`src/hw/rtl/adnp_pkg.sv`:
```
// adnp_pkg: shared types, character codes and scaling table of the ascii decimal number parser
// no dependencies; used by adnp_scan, adnp_scaler and ascii_decimal_number_parser_core
`timescale 1ns / 1ps

package adnp_pkg;

	// result word width at the port, and default width of the internal magnitude
	localparam int unsigned OUT_BITS       = 64;
	localparam int unsigned DEF_VALUE_BITS = 64;

	// configuration port
	localparam int unsigned CFG_DATA_BITS  = 5;
	localparam int unsigned FRAC_BITS      = 5;
	localparam logic [FRAC_BITS-1:0] FRAC_COUNT_MAX = '1;

	typedef enum logic {
		REG_PARSE_MODE  = 1'b0,
		REG_FRAC_DIGITS = 1'b1
	} reg_index_t;

	typedef enum logic [2:0] {
		MODE_UINT  = 3'd0,
		MODE_SINT  = 3'd1,
		MODE_DIGIT = 3'd2,
		MODE_UFIX  = 3'd3,
		MODE_SFIX  = 3'd4
	} mode_t;

	localparam mode_t MODE_RESET = MODE_SINT;

	typedef enum logic [1:0] {
		PH_SKIP = 2'd0,
		PH_INT  = 2'd1,
		PH_FRAC = 2'd2
	} phase_t;

	// character codes
	localparam logic [7:0] CHAR_MINUS = 8'h2D;
	localparam logic [7:0] CHAR_DOT   = 8'h2E;
	localparam logic [7:0] CHAR_ZERO  = 8'h30;
	localparam logic [7:0] CHAR_NINE  = CHAR_ZERO + 8'd9;
	localparam logic [3:0] RADIX      = 4'd10;

	// control that travels with a finished token through the scaling pipe
	typedef struct packed {
		logic                 negate;
		logic                 ovf;
		logic [FRAC_BITS-1:0] scale;
	} tok_ctl_t;

	// scaling pipe: each stage multiplies by a small power of ten when its
	// bit of the scale count is set; bit 3 takes two stages, bit 4 four
	localparam int unsigned NUM_SCALE_STAGES = 9;
	localparam int unsigned MULT_BITS        = 14;
	localparam int unsigned SCALE_SEL_BITS   = $clog2(FRAC_BITS);

	function automatic logic [SCALE_SEL_BITS-1:0] stage_bit(input int unsigned idx);
		logic [SCALE_SEL_BITS-1:0] b;
		case (idx)
			0:       b = SCALE_SEL_BITS'(0);
			1:       b = SCALE_SEL_BITS'(1);
			2:       b = SCALE_SEL_BITS'(2);
			3, 4:    b = SCALE_SEL_BITS'(3);
			default: b = SCALE_SEL_BITS'(4);
		endcase
		return b;
	endfunction

	function automatic logic [MULT_BITS-1:0] stage_mult(input int unsigned idx);
		logic [MULT_BITS-1:0] m;
		case (idx)
			0:       m = MULT_BITS'(10);
			1:       m = MULT_BITS'(100);
			default: m = MULT_BITS'(10000);
		endcase
		return m;
	endfunction

endpackage

```
`src/hw/rtl/adnp_scan.sv`:
```
// adnp_scan: per-byte token scanner, holds the token state and accumulates digits
// depends on adnp_pkg; feeds adnp_scaler with one request per finished token
`timescale 1ns / 1ps

module adnp_scan #(
	parameter int unsigned VALUE_BITS = adnp_pkg::DEF_VALUE_BITS
) (
	input  logic                             clk,
	input  logic                             arst_n,
	input  logic                             accept,
	input  logic [7:0]                       in_byte,
	input  adnp_pkg::mode_t                  mode,
	input  logic [adnp_pkg::FRAC_BITS-1:0]   frac_digits,
	output logic                             req_valid,
	output logic [VALUE_BITS-1:0]            req_value,
	output adnp_pkg::tok_ctl_t               req_ctl
);

	adnp_pkg::phase_t                   phase_q, phase_d;
	logic                               neg_q, neg_d;
	logic [VALUE_BITS-1:0]              acc_q, acc_d;
	logic [adnp_pkg::FRAC_BITS-1:0]     fcnt_q, fcnt_d;
	logic                               ovf_q, ovf_d;

	logic                               is_digit;
	logic [3:0]                         digit_val;
	logic                               is_signed;
	logic                               is_fixed;
	logic [VALUE_BITS+3:0]              push_wide;
	logic                               push_ovf;

	assign is_digit  = (in_byte >= adnp_pkg::CHAR_ZERO) && (in_byte <= adnp_pkg::CHAR_NINE);
	assign digit_val = is_digit ? 4'(in_byte - adnp_pkg::CHAR_ZERO) : 4'd0;
	assign is_signed = (mode == adnp_pkg::MODE_SINT) || (mode == adnp_pkg::MODE_SFIX);
	assign is_fixed  = (mode == adnp_pkg::MODE_UFIX) || (mode == adnp_pkg::MODE_SFIX);

	// acc * 10 + digit, with the bits above the magnitude showing a wrap
	assign push_wide = (VALUE_BITS+4)'(acc_q) * (VALUE_BITS+4)'(adnp_pkg::RADIX)
		+ (VALUE_BITS+4)'(digit_val);
	assign push_ovf  = |push_wide[VALUE_BITS+3:VALUE_BITS];

	always_comb begin
		phase_d   = phase_q;
		neg_d     = neg_q;
		acc_d     = acc_q;
		fcnt_d    = fcnt_q;
		ovf_d     = ovf_q;
		req_valid = 1'b0;
		req_value = acc_q;
		req_ctl   = '0;
		if (accept) begin
			if (mode == adnp_pkg::MODE_DIGIT) begin
				// every digit stands alone, any partial token is dropped
				phase_d   = adnp_pkg::PH_SKIP;
				neg_d     = 1'b0;
				acc_d     = '0;
				fcnt_d    = '0;
				ovf_d     = 1'b0;
				req_valid = is_digit;
				req_value = VALUE_BITS'(digit_val);
			end else begin
				unique case (phase_q)
					adnp_pkg::PH_INT, adnp_pkg::PH_FRAC: begin
						if (is_digit) begin
							acc_d = push_wide[VALUE_BITS-1:0];
							ovf_d = ovf_q | push_ovf;
							if (phase_q == adnp_pkg::PH_FRAC && fcnt_q != adnp_pkg::FRAC_COUNT_MAX)
								fcnt_d = fcnt_q + 1'b1;
						end else if (phase_q == adnp_pkg::PH_INT && in_byte == adnp_pkg::CHAR_DOT
								&& is_fixed) begin
							phase_d = adnp_pkg::PH_FRAC;
						end else begin
							// terminator: hand the token on and start afresh
							req_valid      = 1'b1;
							req_value      = acc_q;
							req_ctl.ovf    = ovf_q;
							req_ctl.negate = is_signed && neg_q;
							req_ctl.scale  = (is_fixed && frac_digits > fcnt_q)
								? frac_digits - fcnt_q : '0;
							phase_d = adnp_pkg::PH_SKIP;
							neg_d   = 1'b0;
							acc_d   = '0;
							fcnt_d  = '0;
							ovf_d   = 1'b0;
						end
					end
					default: begin
						if (is_digit) begin
							phase_d = adnp_pkg::PH_INT;
							acc_d   = VALUE_BITS'(digit_val);
							fcnt_d  = '0;
							ovf_d   = 1'b0;
						end else if (in_byte == adnp_pkg::CHAR_MINUS && is_signed) begin
							neg_d = 1'b1;
						end
					end
				endcase
			end
		end
	end

	always_ff @(posedge clk or negedge arst_n) begin
		if (!arst_n) begin
			phase_q <= adnp_pkg::PH_SKIP;
			neg_q   <= 1'b0;
			acc_q   <= '0;
			fcnt_q  <= '0;
			ovf_q   <= 1'b0;
		end else begin
			phase_q <= phase_d;
			neg_q   <= neg_d;
			acc_q   <= acc_d;
			fcnt_q  <= fcnt_d;
			ovf_q   <= ovf_d;
		end
	end

endmodule

```
`config.mk`:
```
export PLATFORM = sky130hd
export DESIGN_NAME = adnp_scan
export DESIGN_NICKNAME = d
export VERILOG_FILES = /design/src/hw/rtl/adnp_pkg.sv /design/src/hw/rtl/adnp_scan.sv
export SDC_FILE = /design/constraint.sdc
export NUM_CORES = 1
export LEC_CHECK = 0
export BUFFER_PORTS_ARGS = -buffer_cell sky130_fd_sc_hd__buf_2
export CORE_MARGIN = 10
export CORE_UTILIZATION = 45
export CTS_BUF_LIST = sky130_fd_sc_hd__clkbuf_2
export CTS_CLUSTER_DIAMETER = 50
export DETAILED_ROUTE_END_ITERATION = 10
export PLACE_DENSITY = 0.7
export REMOVE_ABC_BUFFERS = 1
export SETUP_SLACK_MARGIN = 0.3
export SLEW_MARGIN = 20
export SYNTH_ARGS = -nofsm -noshare
export SYNTH_HDL_FRONTEND = slang
export SYNTH_SLANG_ARGS = --single-unit
```
`constraint.sdc`:
```
create_clock -name clk -period 9.7 [get_ports clk]
set_input_delay 0.485 -clock clk [delete_from_list [all_inputs] [get_ports clk]]
set_output_delay 0.485 -clock clk [all_outputs]
set_load 0.02 [all_outputs]
```
# Word-level counts from Yosys, hierarchy flattened
# Cells that the tools add are included.
# W data, S select, Z words.
classes:
  reduce_logical: 17
  order_cmp: 3
  n_eq_ne: 14
  mul: 1
  mux: 40
  bitwise: 1
  addsub: 4
ops:
  columns: ["cell", "count"]
  rows:
  - ["$mux W64", 7]
  - ["$add A68 B4 Y68", 1]
  - ["$mul A64 B3 Y67 const B", 1]
  - ["$mux W5", 7]
  - ["$mux W7", 5]
  - ["$eq A8 B6 Y1 const B", 2]
  - ["$mux W1", 15]
  - ["$mux W2", 5]
  - ["$ne A3 B3 Y1 const B", 3]
  - ["$ge A8 B6 Y1 const B", 1]
  - ["$le A8 B6 Y1 const B", 1]
  - ["$reduce_and A4 Y1", 2]
  - ["$logic_and A1 B1 Y1", 7]
  - ["$eq A3 B2 Y1 const B", 2]
  - ["$reduce_and A3 Y1", 2]
  - ["$reduce_bool A3 Y1", 2]
  - ["$add A5 B1 Y5 const B", 1]
  - ["$gt A5 B5 Y1", 1]
  - ["$ne A5 B5 Y1 const B", 1]
  - ["$sub A5 B5 Y5", 1]
  - ["$mux W4", 1]
  - ["$ne A4 B4 Y1 const B", 1]
  - ["$reduce_or A4 Y1", 1]
  - ["$sub A4 B1 Y4 const B", 1]
  - ["8 further kinds", 9]
totals:
  wordCells: 85
  in_bits: 19
  out_inout_bits: 72
  register_bits: 73

# Depth between registers and ports, before layout
# Gate-level depths: netlist of the first run.
logic_depth:
  depth_word: 9
  ltp_mapped: 19
  depth_no_buf: 17

# Worst setup path after synthesis of the first run
# No wires, ideal clock.
synth_timing:
  kind: "register to register"
  startpoint: "reg acc_q[1]"
  endpoint: "reg ovf_q"
  slack_ns: 4.967
  t_arrival_ns: 4.603
  synth_period_minus_slack_ns: 4.733
  n_path_buf: 1
  path_stages_with_launch: 17
  setup_ns: 0.129
  required_time_ns: 9.571
  cell_sequence: "dfrtp_1 > ha_1 > ha_1 > fa_1 > a21o_1 > a221oi_2 > xnor2_1 > nand2_1 > nor4_1 > nand3_1 > nor4_4 > and4_1 > buf_6 > nand4b_4 > nor4_4 > mux2i_1 > o41a_1"
synth_between:
  elab_chain_cells: 7
synth_lines:
  columns: ["item", "line_no", "rtl"]
  rows:
  - ["from (decl)", "adnp_scan.sv:21", "logic [VALUE_BITS-1:0] acc_q, acc_d;"]
  - ["from (signal assigned)", "adnp_scan.sv:106", "acc_q <= '0;"]
  - ["from (signal assigned)", "adnp_scan.sv:112", "acc_q <= acc_d;"]
  - ["$mul A64 B3 Y67", "adnp_scan.sv:38", "assign push_wide = (VALUE_BITS+4)'(acc_q) * (VALUE_BITS+4)'(adnp_pkg::RADIX)"]
  - ["$add A68 B4 Y68", "adnp_scan.sv:39", "+ (VALUE_BITS+4)'(digit_val);"]
  - ["$reduce_or A4 Y1", "adnp_scan.sv:40", "assign push_ovf = |push_wide[VALUE_BITS+3:VALUE_BITS];"]
  - ["$or A1 B1 Y1", "adnp_scan.sv:66", "ovf_d = ovf_q | push_ovf;"]
  - ["$mux W1", "adnp_scan.sv:64", "if (is_digit) begin"]
  - ["$mux W1", "adnp_scan.sv:62", "unique case (phase_q)"]
  - ["$mux W1", "adnp_scan.sv:52", "if (mode == adnp_pkg::MODE_DIGIT) begin"]
  - ["to (signal assigned)", "adnp_scan.sv:114", "ovf_q <= ovf_d;"]
  - ["to (decl)", "adnp_scan.sv:23", "logic ovf_q, ovf_d;"]
# No other way between the ends.
# A chain may end at the register's enable or synchronous reset.

# Worst setup path after layout of the first run
# Same ends and word-level chain as after synthesis.

==> impl_metrics.env, run 1 <==
export IMPL_crit_buf_inv=0
export IMPL_cts_root_buffer="clkbuf_2"
export IMPL_slowest_delay_ns=0.61
export IMPL_io_buffers=90
export IMPL_slew_violations=0
export IMPL_grt_pass1_wl_um=50230
export IMPL_drc_errors=0
export IMPL_start_util_pct=46.21
export IMPL_power_density_nw_per_um2=61.84
export IMPL_gr_usage_met3_pct=3.401
export IMPL_yosys_warnings=0
export IMPL_critPathLaunchType="flop"
export IMPL_async_flop_share_pct=100.0
export IMPL_synth_area_mux_share_pct=1.143
export IMPL_synth_simple_gate_area_share_pct=27.52
export IMPL_placed_area_um2=10770
export IMPL_crit_family="simple AND/OR/NAND/NOR gates"
export IMPL_vias=9906
export IMPL_postCtsSetupBuffers=0
export IMPL_hold_viol=0
export IMPL_wirelength_um=30410
export IMPL_path_class="flop to flop"
export IMPL_grt_overflow=0
export IMPL_synth_top_family_by_area="simple AND/OR/NAND/NOR gates"
export IMPL_synth_compound_area_share_pct=23.33
export IMPL_cp_arrival_ns=6.22
export IMPL_clk_pin_slew_worst_paths_ns=0.26
export IMPL_yosys_area_share_xor_xnor_pct=9.613
export IMPL_yosys_area_top_type_share_pct=17.95
export IMPL_tritoncts="yes"
export IMPL_htreeDepth=3
export IMPL_drive_gt1_share_pct=10.75
export IMPL_grt_busiest_layer="met2"
export IMPL_synth_area_um2=10180
export IMPL_rows=54
export IMPL_die_y_um=170.4
export IMPL_fmax_mhz=175.8
export IMPL_num_io_pins=91
export IMPL_dp_hpwl_um=24280
export IMPL_path_cells="ha_1, ha_1, fa_1, a21o_1, a221oi_2, xnor2_1, nand2_1, nor4_1, nand3_1, nor4_4, and4_1, nand4b_4, nor4_4, mux2i_1, o41a_1"
export IMPL_tightest_slew_ns=0.9795
export IMPL_grt_use_met2_pct=33.17
export IMPL_grt_pass1_vias=9782
export IMPL_yosysSeqAreaShare_pct=17.95
export IMPL_areaGrowthSynthToFinish_pct=7.351
export IMPL_die_w_um=170.4
export IMPL_fin_crit_sh_pct=58.65
export IMPL_ys_flop_type="dfrtp_1"
export IMPL_syn_avg_cell_area_um2=7.746
export IMPL_hp_class="input pin to flop"
export IMPL_cp_required_ns=10.23
export IMPL_fin_tns_setup_ns=0
export IMPL_synth_seq_cells=73
export IMPL_cts_buffers=9
export IMPL_gp_congestion=1.017
export IMPL_synth_cell_types=89
export IMPL_synth_top_area_cell="dfrtp_1"
export IMPL_finalSetupViolCount=0
export IMPL_grt_start_max_net_pins=74
export IMPL_clock_path_buffers=2
export IMPL_dr_pass1_iters=5
export IMPL_first_iter_violations=806
export IMPL_core_um2=22030
export IMPL_via_per_inst=6.007
export IMPL_die_area_um2=29030
export IMPL_synth_edf_count=0
export IMPL_rsz0062_at_grt="false"
export IMPL_fin_crit_ns=5.689
export IMPL_crit_slowest_cell="nor4_1"
export IMPL_maxCapViolations=0
export IMPL_worst_path_max_fanout=9
export IMPL_ant_nets=0
export IMPL_final_common_cell="nand2_1"
export IMPL_design_area_um2=10930
export IMPL_p_leak_nw=5.279
export IMPL_grt_use_met1_pct=28.26
export IMPL_clk_latency_ns=0.64
export IMPL_synth_fa_ha_area_share_pct=17.31
export IMPL_synth_area_leaders="dfrtp_1, ha_1, nand2_1"
export IMPL_num_nets_final=1521
export IMPL_final_cell_mix="nand2_1, ha_1, o21ai_0"
export IMPL_ir_drop_mv=0.08275
export IMPL_grt_use_total_pct=20.89
export IMPL_cts_sinks=73
export IMPL_cp_end_kind="flop"
export IMPL_synthCells=1314
export IMPL_skew_ns=0.03579
export IMPL_grt_antenna_before_repair=1
export IMPL_slew_limit_headroom_pct=34.47
export IMPL_wire_per_inst_um=18.44
export IMPL_status="finished, final reports clean"
==> per-stage QoR <==
stage          hold WS [ns]  cells  power, mW  setup WS, ns  utilization [%]
2_1_floorplan        0.1894   1259     0.4114         4.950                -
3_3_place_gp         0.4979   1631     0.4614         4.406            48.90
3_5_place_dp         0.5129   1631     0.4621         4.195            48.90
4_1_cts              0.1031   1648     0.6806         4.076            49.58
5_1_grt              0.1143   1649     0.7077         3.624            49.61
6_report             0.1252   1649     0.6757         4.011            49.61
==> registers in the layout, summed over array words and instances (netlist names) <==
name and cells:
ovf_q 1, fcnt_q 5, acc_q 64, neg_q 1, phase_q 2
==> cell type report <==
cell class,count,area (µm²)
Sequential cell,73,1827
Timing Repair Buffer,93,481.7
Fill cell,2239,11100
Tap cell,280,350.3
Inverter,23,86.33
Antenna cell,1,2.502
Multi-Input combinational cell,1163,8040
Clock inverter,7,93.84
Clock buffer,9,45.04
==> per-layer routing <==
layer	up-vias	part of all wire (%)
met5	-	0
met3	48	6.6
met1	4610	47
li1	4939	-
met2	309	44
met4	0	2.3
==> kinds of logic (layout without fill, tap and decap cells) <==
logic type,Yosys count,in the layout
AOI/OAI and AO/OA,376,376
xor gates and xnor gates,110,110
adders and majority gates,139,139
buffers and inverters,78,132
DFF,73,73
muxes,11,11
other,0,1
and+or+nand+nor,527,527
==> synth_stat cells, drive strengths merged (4+ instances only) <==
master	n
a21o	31
ha	136
mux2i	6
buf	14
nor4b	4
and4	9
o31ai	9
nand3	28
o2111ai	4
nor3b	6
nand2	175
o21ai	123
a211oi	9
o21a	19
o211ai	6
mux2	5
a31oi	8
xnor2	69
o22ai	4
nor2b	7
a22o	7
nor2	74
or4	6
nor3	43
nor4	14
o211a	6
inv	23
nand4	36
and2	71
nand2b	5
and3	13
nand4b	6
clkbuf	41
a21oi	102
nand3b	8
xor2	41
or3	11
a211o	8
dfrtp	73
==> worst min-delay path, cell delays in order <==
cell and delay [ns]:
buf_2 0.10, inv_1 0.10, o31ai_1 0.09
==> path summary, 6_finish.rpt <==
check                            from        end  slack (ns)  depth (start not counted)
max                          acc_q[1]      ovf_q        4.01                         15
min                        in_byte[0]   acc_q[0]        0.13                          3
max reg2reg                  acc_q[1]      ovf_q        4.01                         15
min reg2reg                     ovf_q      ovf_q        0.55                          1
max in group asynchronous      arst_n  acc_q[46]        8.80                          2
min in group asynchronous      arst_n   acc_q[4]        0.40                          2
==> what timing repair did <==
action	in CTS	in global routing
resized for setup	0	0
endpoints found under the hold margin	29	0
hold buffers	1	0
==> where the power goes <==
| group | leakage [nW] | switching (mW) | internal (mW) | total [mW] |
|---|---|---|---|---|
| sequential | 1.02 | 0.00648 | 0.310 | 0.317 |
| clock | 0.0783 | 0.133 | 0.0849 | 0.218 |
| combinational | 4.18 | 0.0990 | 0.0416 | 0.141 |
| total | 5.28 | 0.239 | 0.437 | 0.676 |
(Power assumes the default switching activity.)
==> run 2, diff against run 1 <==
Settings changed: ABC_AREA set to 1, PLACE_DENSITY 0.7 to 0.69.
Clock period 9.7 ns to 5.3 ns, I/O delays scaled along.
==> run 2 against run 1 <==
  * Global-route usage up 8.3 points
  * Design area up 27%
  * Synthesized cell count up 75%
  * Worst setup slack worse by 3.2 ns
  * Highest routed layer unchanged
  * Largest power group unchanged
  * Sequential power up 87%
==> impl_metrics.env, run 2 <==
export IMPL_hp_class="input pin to flop"
export IMPL_grt_pass1_wl_um=80790
export IMPL_status="finished, final reports clean"
export IMPL_power_density_nw_per_um2=101.2
export IMPL_cts_buffers=9
export IMPL_ir_drop_mv=0.2404
export IMPL_synth_most_common_cell="nand2_1"
export IMPL_finalSetupViolCount=0
export IMPL_grt_start_max_net_pins=74
export IMPL_swShare_pct=38.64
export IMPL_crit_family="simple AND/OR/NAND/NOR gates"
export IMPL_core_um2=27930
export IMPL_grt_pass1_vias=13840
export IMPL_synth_area_leaders="nand2_1, dfrtp_1, inv_1"
export IMPL_synth_seq_cells=73
export IMPL_hold_viol=0
export IMPL_critPathLaunchType="flop"
export IMPL_path_class="flop to flop"
export IMPL_fillers=3138
export IMPL_cts_root_buffer="clkbuf_2"
export IMPL_drive_gt1_share_pct=10.63
export IMPL_start_util_pct=45.82
export IMPL_pre_cts_ws_ns=0.9133
export IMPL_dp_hpwl_um=44870
export IMPL_grt_use_total_pct=29.23
export IMPL_ys_flop_type="dfrtp_1"
export IMPL_final_cell_mix="nand2_1, inv_1, nor2_1"
export IMPL_cp_depth=17
export IMPL_gp_congestion=1.050
export IMPL_design_area_um2=13910
export IMPL_final_common_cell="nand2_1"
export IMPL_syn_avg_cell_area_um2=5.577
export IMPL_clk_latency_ns=0.71
export IMPL_postCtsResizedCells=0
export IMPL_via_per_inst=5.295
export IMPL_first_iter_violations=1553
export IMPL_num_nets_final=2544
export IMPL_fin_crit_sh_pct=85.27
export IMPL_clock_path_buffers=2
export IMPL_skew_ns=0.04464
export IMPL_path_cells="ha_1, ha_1, nand2_1, nor2_1, nand2_1, nand2_1, inv_1, nand3_1, nand2_1, nand2_1, nand2_1, nor2_1, nand4_1, nor3_1, nand4_1, nand3_1, o21ai_0"
export IMPL_slowest_delay_ns=0.70
export IMPL_yosys_warnings=0
export IMPL_p_leak_nw=8.017
export IMPL_slew_violations=0
export IMPL_tightest_slew_ns=0.9775
export IMPL_grt_overflow=0
export IMPL_die_y_um=188.7
export IMPL_fin_tns_setup_ns=0
export IMPL_synth_cell_types=51
export IMPL_worst_path_most_repeated_cell="nand2_1"
export IMPL_ant_nets=0
export IMPL_rows=61
export IMPL_tritoncts="yes"
export IMPL_die_area_um2=35590
export IMPL_wire_per_inst_um=19.08
export IMPL_cp_endpoint="acc_q[61]"
export IMPL_async_flop_share_pct=100.0
export IMPL_rr_worst_depth=17
export IMPL_worst_path_max_fanout=5
export IMPL_largestRegisters="acc_q x64, fcnt_q x5, phase_q x2"
export IMPL_yosys_area_top_type_share_pct=22.96
export IMPL_synth_area_um2=12800
export IMPL_io_buffers=90
export IMPL_timing_rr_start="acc_q[19]"
export IMPL_fin_crit_ns=4.519
export IMPL_dr_pass1_iters=6
export IMPL_cts_sinks=73
export IMPL_clk_pin_slew_worst_paths_ns=0.25
export IMPL_areaGrowthSynthToFinish_pct=8.700
export IMPL_fmax_mhz=221.3
export IMPL_internal_power_mw=0.8642
export IMPL_crit_buf_inv=1
export IMPL_hold_ws_ns=0.01671
export IMPL_setup_ws_ns=0.7807
export IMPL_largest_reg_flops=64
export IMPL_seq_area_um2=1827
export IMPL_htreeDepth=3
export IMPL_maxCapViolations=0
export IMPL_synthCells=2295
export IMPL_top_register="acc_q"
export IMPL_vias=14670
export IMPL_crit_slowest_cell="nor3_1"
export IMPL_fin_total_pwr_mw=1.408
export IMPL_multi_input_area_um2=9107
export IMPL_yosysSeqAreaShare_pct=14.27
export IMPL_r2r_end="acc_q[61]"
export IMPL_cp_end_kind="flop"
export IMPL_switchingPower_mw=0.5441
export IMPL_rsz0062_at_grt="false"
export IMPL_synth_edf_count=0
export IMPL_num_io_pins=91
export IMPL_timing_critical_path_from="acc_q[19]"
export IMPL_synthTopCellsByCount="nand2_1, inv_1, nor2_1, ha_1, nand3_1"
export IMPL_synth_top_area_cell="nand2_1"
export IMPL_cp_arrival_ns=5.08
export IMPL_drc_errors=0
export IMPL_grt_antenna_before_repair=2
export IMPL_power_frac_seq_pct=42.0
export IMPL_cp_required_ns=5.86
export IMPL_placed_area_um2=13700
export IMPL_wirelength_um=52880
export IMPL_pwr_share_clk_pct=33.1
export IMPL_die_w_um=188.7
export IMPL_comb_power_share_pct=24.9
export IMPL_postCtsSetupBuffers=0
export IMPL_r2r_slack_ns=0.78
export IMPL_slew_limit_headroom_pct=34.68
==> run 2: power by group through the flow <==
stage | Clock (mW) | Combinational [mW] | Sequential [mW]
floorplan | 0 | 0.203 | 0.596
global placement | 0 | 0.334 | 0.600
detailed placement | 0 | 0.343 | 0.600
global route | 0.491 | 0.386 | 0.593
CTS | 0.470 | 0.346 | 0.592
finish | 0.467 | 0.350 | 0.592
==> run 2: layout make-up <==
cell class                 count  area share, %
tap                          378          3.399
timing repair buffer          99          3.858
inverter                     482          13.00
multi-input combinational   1721          65.46
clock buffer                   9         0.3237
clock inverter                 6         0.7734
antenna                        3        0.05396
sequential                    73          13.13
==> run 2: worst min-delay path: stages <==
cell and delay, ns:
buf_2 0.08, inv_1 0.07, nand2_1 0.07, o2111ai_1 0.10, o21ai_0 0.08
==> run 2: repair_timing <==
item                                    CTS  global route
hold buffers                              5             0
endpoints found under the setup margin    0             0
endpoints found under the hold margin    77             0
==> run 2: how the worst min path moves through the flow <==
stage	from	endpoint	slack, ns	depth (start not counted)
floorplan	arst_n	acc_q[0]	-0.03	0
CTS	in_byte[1]	acc_q[1]	0.004	5
global route	in_byte[1]	acc_q[1]	0.04	5
detailed placement	arst_n	acc_q[23]	0.51	1
global placement	arst_n	acc_q[22]	0.51	1
finish	in_byte[1]	acc_q[1]	0.02	5
==> run 2: routing by layer <==
layer / GRT usage (%) / share of wire (%) / vias up
li1: - / - / 7318
met1: 40.63 / 46 / 6723
met2: 45.89 / 43 / 582
met3: 5.133 / 8.5 / 50
met4: 6.685 / 1.9 / 0
met5: 0 / 0 / -
==> run 2: logic make-up (layout without fill, tap and decap cells) <==
family          Yosys count  after routing  synth area share, %
xor+xnor                 22             22                1.564
simple gates           1356           1356                46.61
fa+ha+maj               139            139                13.76
other cells               0              3                    0
flops                    73             73                14.27
compound gates          204            204                9.071
buf+inv                 501            596                14.72
==> run 2: through the flow <==
step                      cells  util (%)
after floorplan            2276         -
after global placement     2748     49.04
after detailed placement   2748     49.04
after CTS                  2768     49.76
after global routing       2771     49.81
final                      2771     49.81
==> run 3, diff against run 2 <==
--- a/constraint.sdc
+++ b/constraint.sdc
@@ -3,2 +3,2 @@
 set_output_delay 0.265 -clock clk [all_outputs]
-set_load 0.02 [all_outputs]
+set_load 0.005 [all_outputs]
==> run 3 against run 2 <==
  * Worst setup slack gained 0.16 ns
  * Clock skew down 0.019 ns
  * Register-to-register slack gained 0.16 ns
  * Non-clock buffer count rose by 3
==> impl_metrics.env, run 3 (synthesis gave the netlist of run 2 again) <==
export IMPL_timing_rr_start="acc_q[1]"
export IMPL_cp_arrival_ns=4.99
export IMPL_grt_antenna_before_repair=1
export IMPL_design_area_um2=13950
export IMPL_p_leak_nw=8.033
export IMPL_die_area_um2=35590
export IMPL_wire_per_inst_um=19.02
export IMPL_clk_latency_ns=0.68
export IMPL_grt_use_total_pct=29.07
export IMPL_start_util_pct=45.82
export IMPL_drive_gt1_share_pct=10.65
export IMPL_status="finished, final reports clean"
export IMPL_gp_congestion=1.039
export IMPL_hold_path_end="neg_q"
export IMPL_wirelength_um=52740
export IMPL_skew_ns=0.02537
export IMPL_htreeDepth=3
export IMPL_cts_sinks=73
export IMPL_core_um2=27930
export IMPL_top_register="acc_q"
export IMPL_cp_end_kind="flop"
export IMPL_die_y_um=188.7
export IMPL_cp_required_ns=5.93
export IMPL_fin_total_pwr_mw=1.414
export IMPL_power_density_nw_per_um2=101.4
export IMPL_grt_pass1_wl_um=80830
export IMPL_grt_pass1_vias=14050
export IMPL_final_util_pct=49.92
export IMPL_rsz0062_at_grt="false"
export IMPL_num_io_pins=91
export IMPL_fillers=3072
export IMPL_fmax_mhz=229.2
export IMPL_finalSetupViolCount=0
export IMPL_worstHoldStart="in_byte[4]"
export IMPL_tightest_slew_ns=0.9631
export IMPL_slew_violations=0
export IMPL_fin_crit_sh_pct=82.33
export IMPL_largestRegisters="acc_q x64, fcnt_q x5, phase_q x2"
export IMPL_hp_class="input pin to flop"
export IMPL_areaGrowthSynthToFinish_pct=8.954
export IMPL_maxCapViolations=0
export IMPL_whs_path_depth=6
export IMPL_clk_pin_slew_worst_paths_ns=0.29
export IMPL_path_class="flop to flop"
export IMPL_rows=61
export IMPL_grt_start_max_net_pins=69
export IMPL_placed_area_um2=13700
export IMPL_fin_tns_setup_ns=0
export IMPL_io_buffers=90
export IMPL_first_iter_violations=1457
export IMPL_fin_crit_ns=4.363
export IMPL_grt_overflow=0
export IMPL_postCtsSetupBuffers=0
export IMPL_largest_reg_flops=64
export IMPL_hold_viol=0
export IMPL_ant_nets=0
export IMPL_die_w_um=188.7
export IMPL_r2r_end="acc_q[23]"
export IMPL_final_common_cell="nand2_1"
export IMPL_dr_pass1_iters=5
export IMPL_tritoncts="yes"
export IMPL_critPathLaunchType="flop"
export IMPL_drc_errors=0
export IMPL_slew_limit_headroom_pct=34.13
export IMPL_vias=14840
export IMPL_via_per_inst=5.351
export IMPL_rr_worst_depth=16
export IMPL_num_nets_final=2547
export IMPL_cts_buffers=9
export IMPL_ir_drop_mv=0.2072
export IMPL_dp_hpwl_um=44490
export IMPL_r2r_slack_ns=0.94
export IMPL_cts_root_buffer="clkbuf_2"
export IMPL_clock_path_buffers=2
export IMPL_final_cell_mix="nand2_1, inv_1, nor2_1"
export IMPL_worst_path_max_fanout=4
run 3: worst max-delay path, cell delays in order (launching register included):
cell and delay [ns]:
dfrtp_1 0.50, ha_1 0.31, ha_1 0.26, fa_1 0.44
nand3_1 0.16, nand3_2 0.18, nand2_1 0.14, nand2_1 0.18
nand2_1 0.11, nand2_1 0.17, nor2_1 0.23, inv_1 0.08
nor2_1 0.16, nand2_1 0.16, nor4_1 0.73, o211ai_1 0.35
o21ai_0 0.16
run 3: worst max path at each step:
stage / from / endpoint
after floorplan: phase_q[0] / acc_q[46]
after global placement: acc_q[1] / acc_q[60]
after detailed placement: in_byte[1] / acc_q[63]
after CTS: acc_q[1] / acc_q[23]
after global routing: acc_q[6] / acc_q[63]
final: acc_q[1] / acc_q[23]
run 3: cell type report:
class / count / area [µm²] / share of cell area, %
Multi-Input combinational cell: 1721 / 9106 / 65.30
Sequential cell: 73 / 1827 / 13.10
Inverter: 482 / 1809 / 12.97
Timing Repair Buffer: 102 / 563.0 / 4.037
Tap cell: 378 / 473.0 / 3.391
Clock inverter: 6 / 115.1 / 0.8254
Clock buffer: 10 / 50.05 / 0.3589
Antenna cell: 1 / 2.502 / 0.01794
run 3: where the power goes:
| group | internal [mW] | switching (mW) |
|---|---|---|
| clock | 0.207 | 0.288 |
| combinational | 0.0863 | 0.241 |
| sequential | 0.576 | 0.0155 |
| total | 0.870 | 0.545 |
run 3: metrics by stage:
step | hold WS, ns | setup slack [ns] | std cells
after CTS | 0.06700 | 1.090 | 2772
after global placement | 0.2129 | 1.196 | 2748
after global routing | 0.08570 | 0.7749 | 2773
after floorplan | -0.03059 | 0.07513 | 2276
after detailed placement | 0.2280 | 1.113 | 2748
final | 0.09378 | 0.9366 | 2773
run 3: timing repair:
action,CTS,global route
endpoints found under the hold margin,34,0
resized for setup,0,0
endpoints found under the setup margin,0,0
hold buffers,8,0
run 3: routing by layer:
| layer | wire, µm | track usage (%) | vias to the layer above |
|---|---|---|---|
| met3 | 3960 | 3.840 | 59 |
| met1 | 24790 | 41.02 | 6913 |
| met5 | 0 | 0 | - |
| met2 | 22590 | 45.12 | 545 |
| met4 | 1399 | 8.242 | 0 |
| li1 | - | - | 7320 |
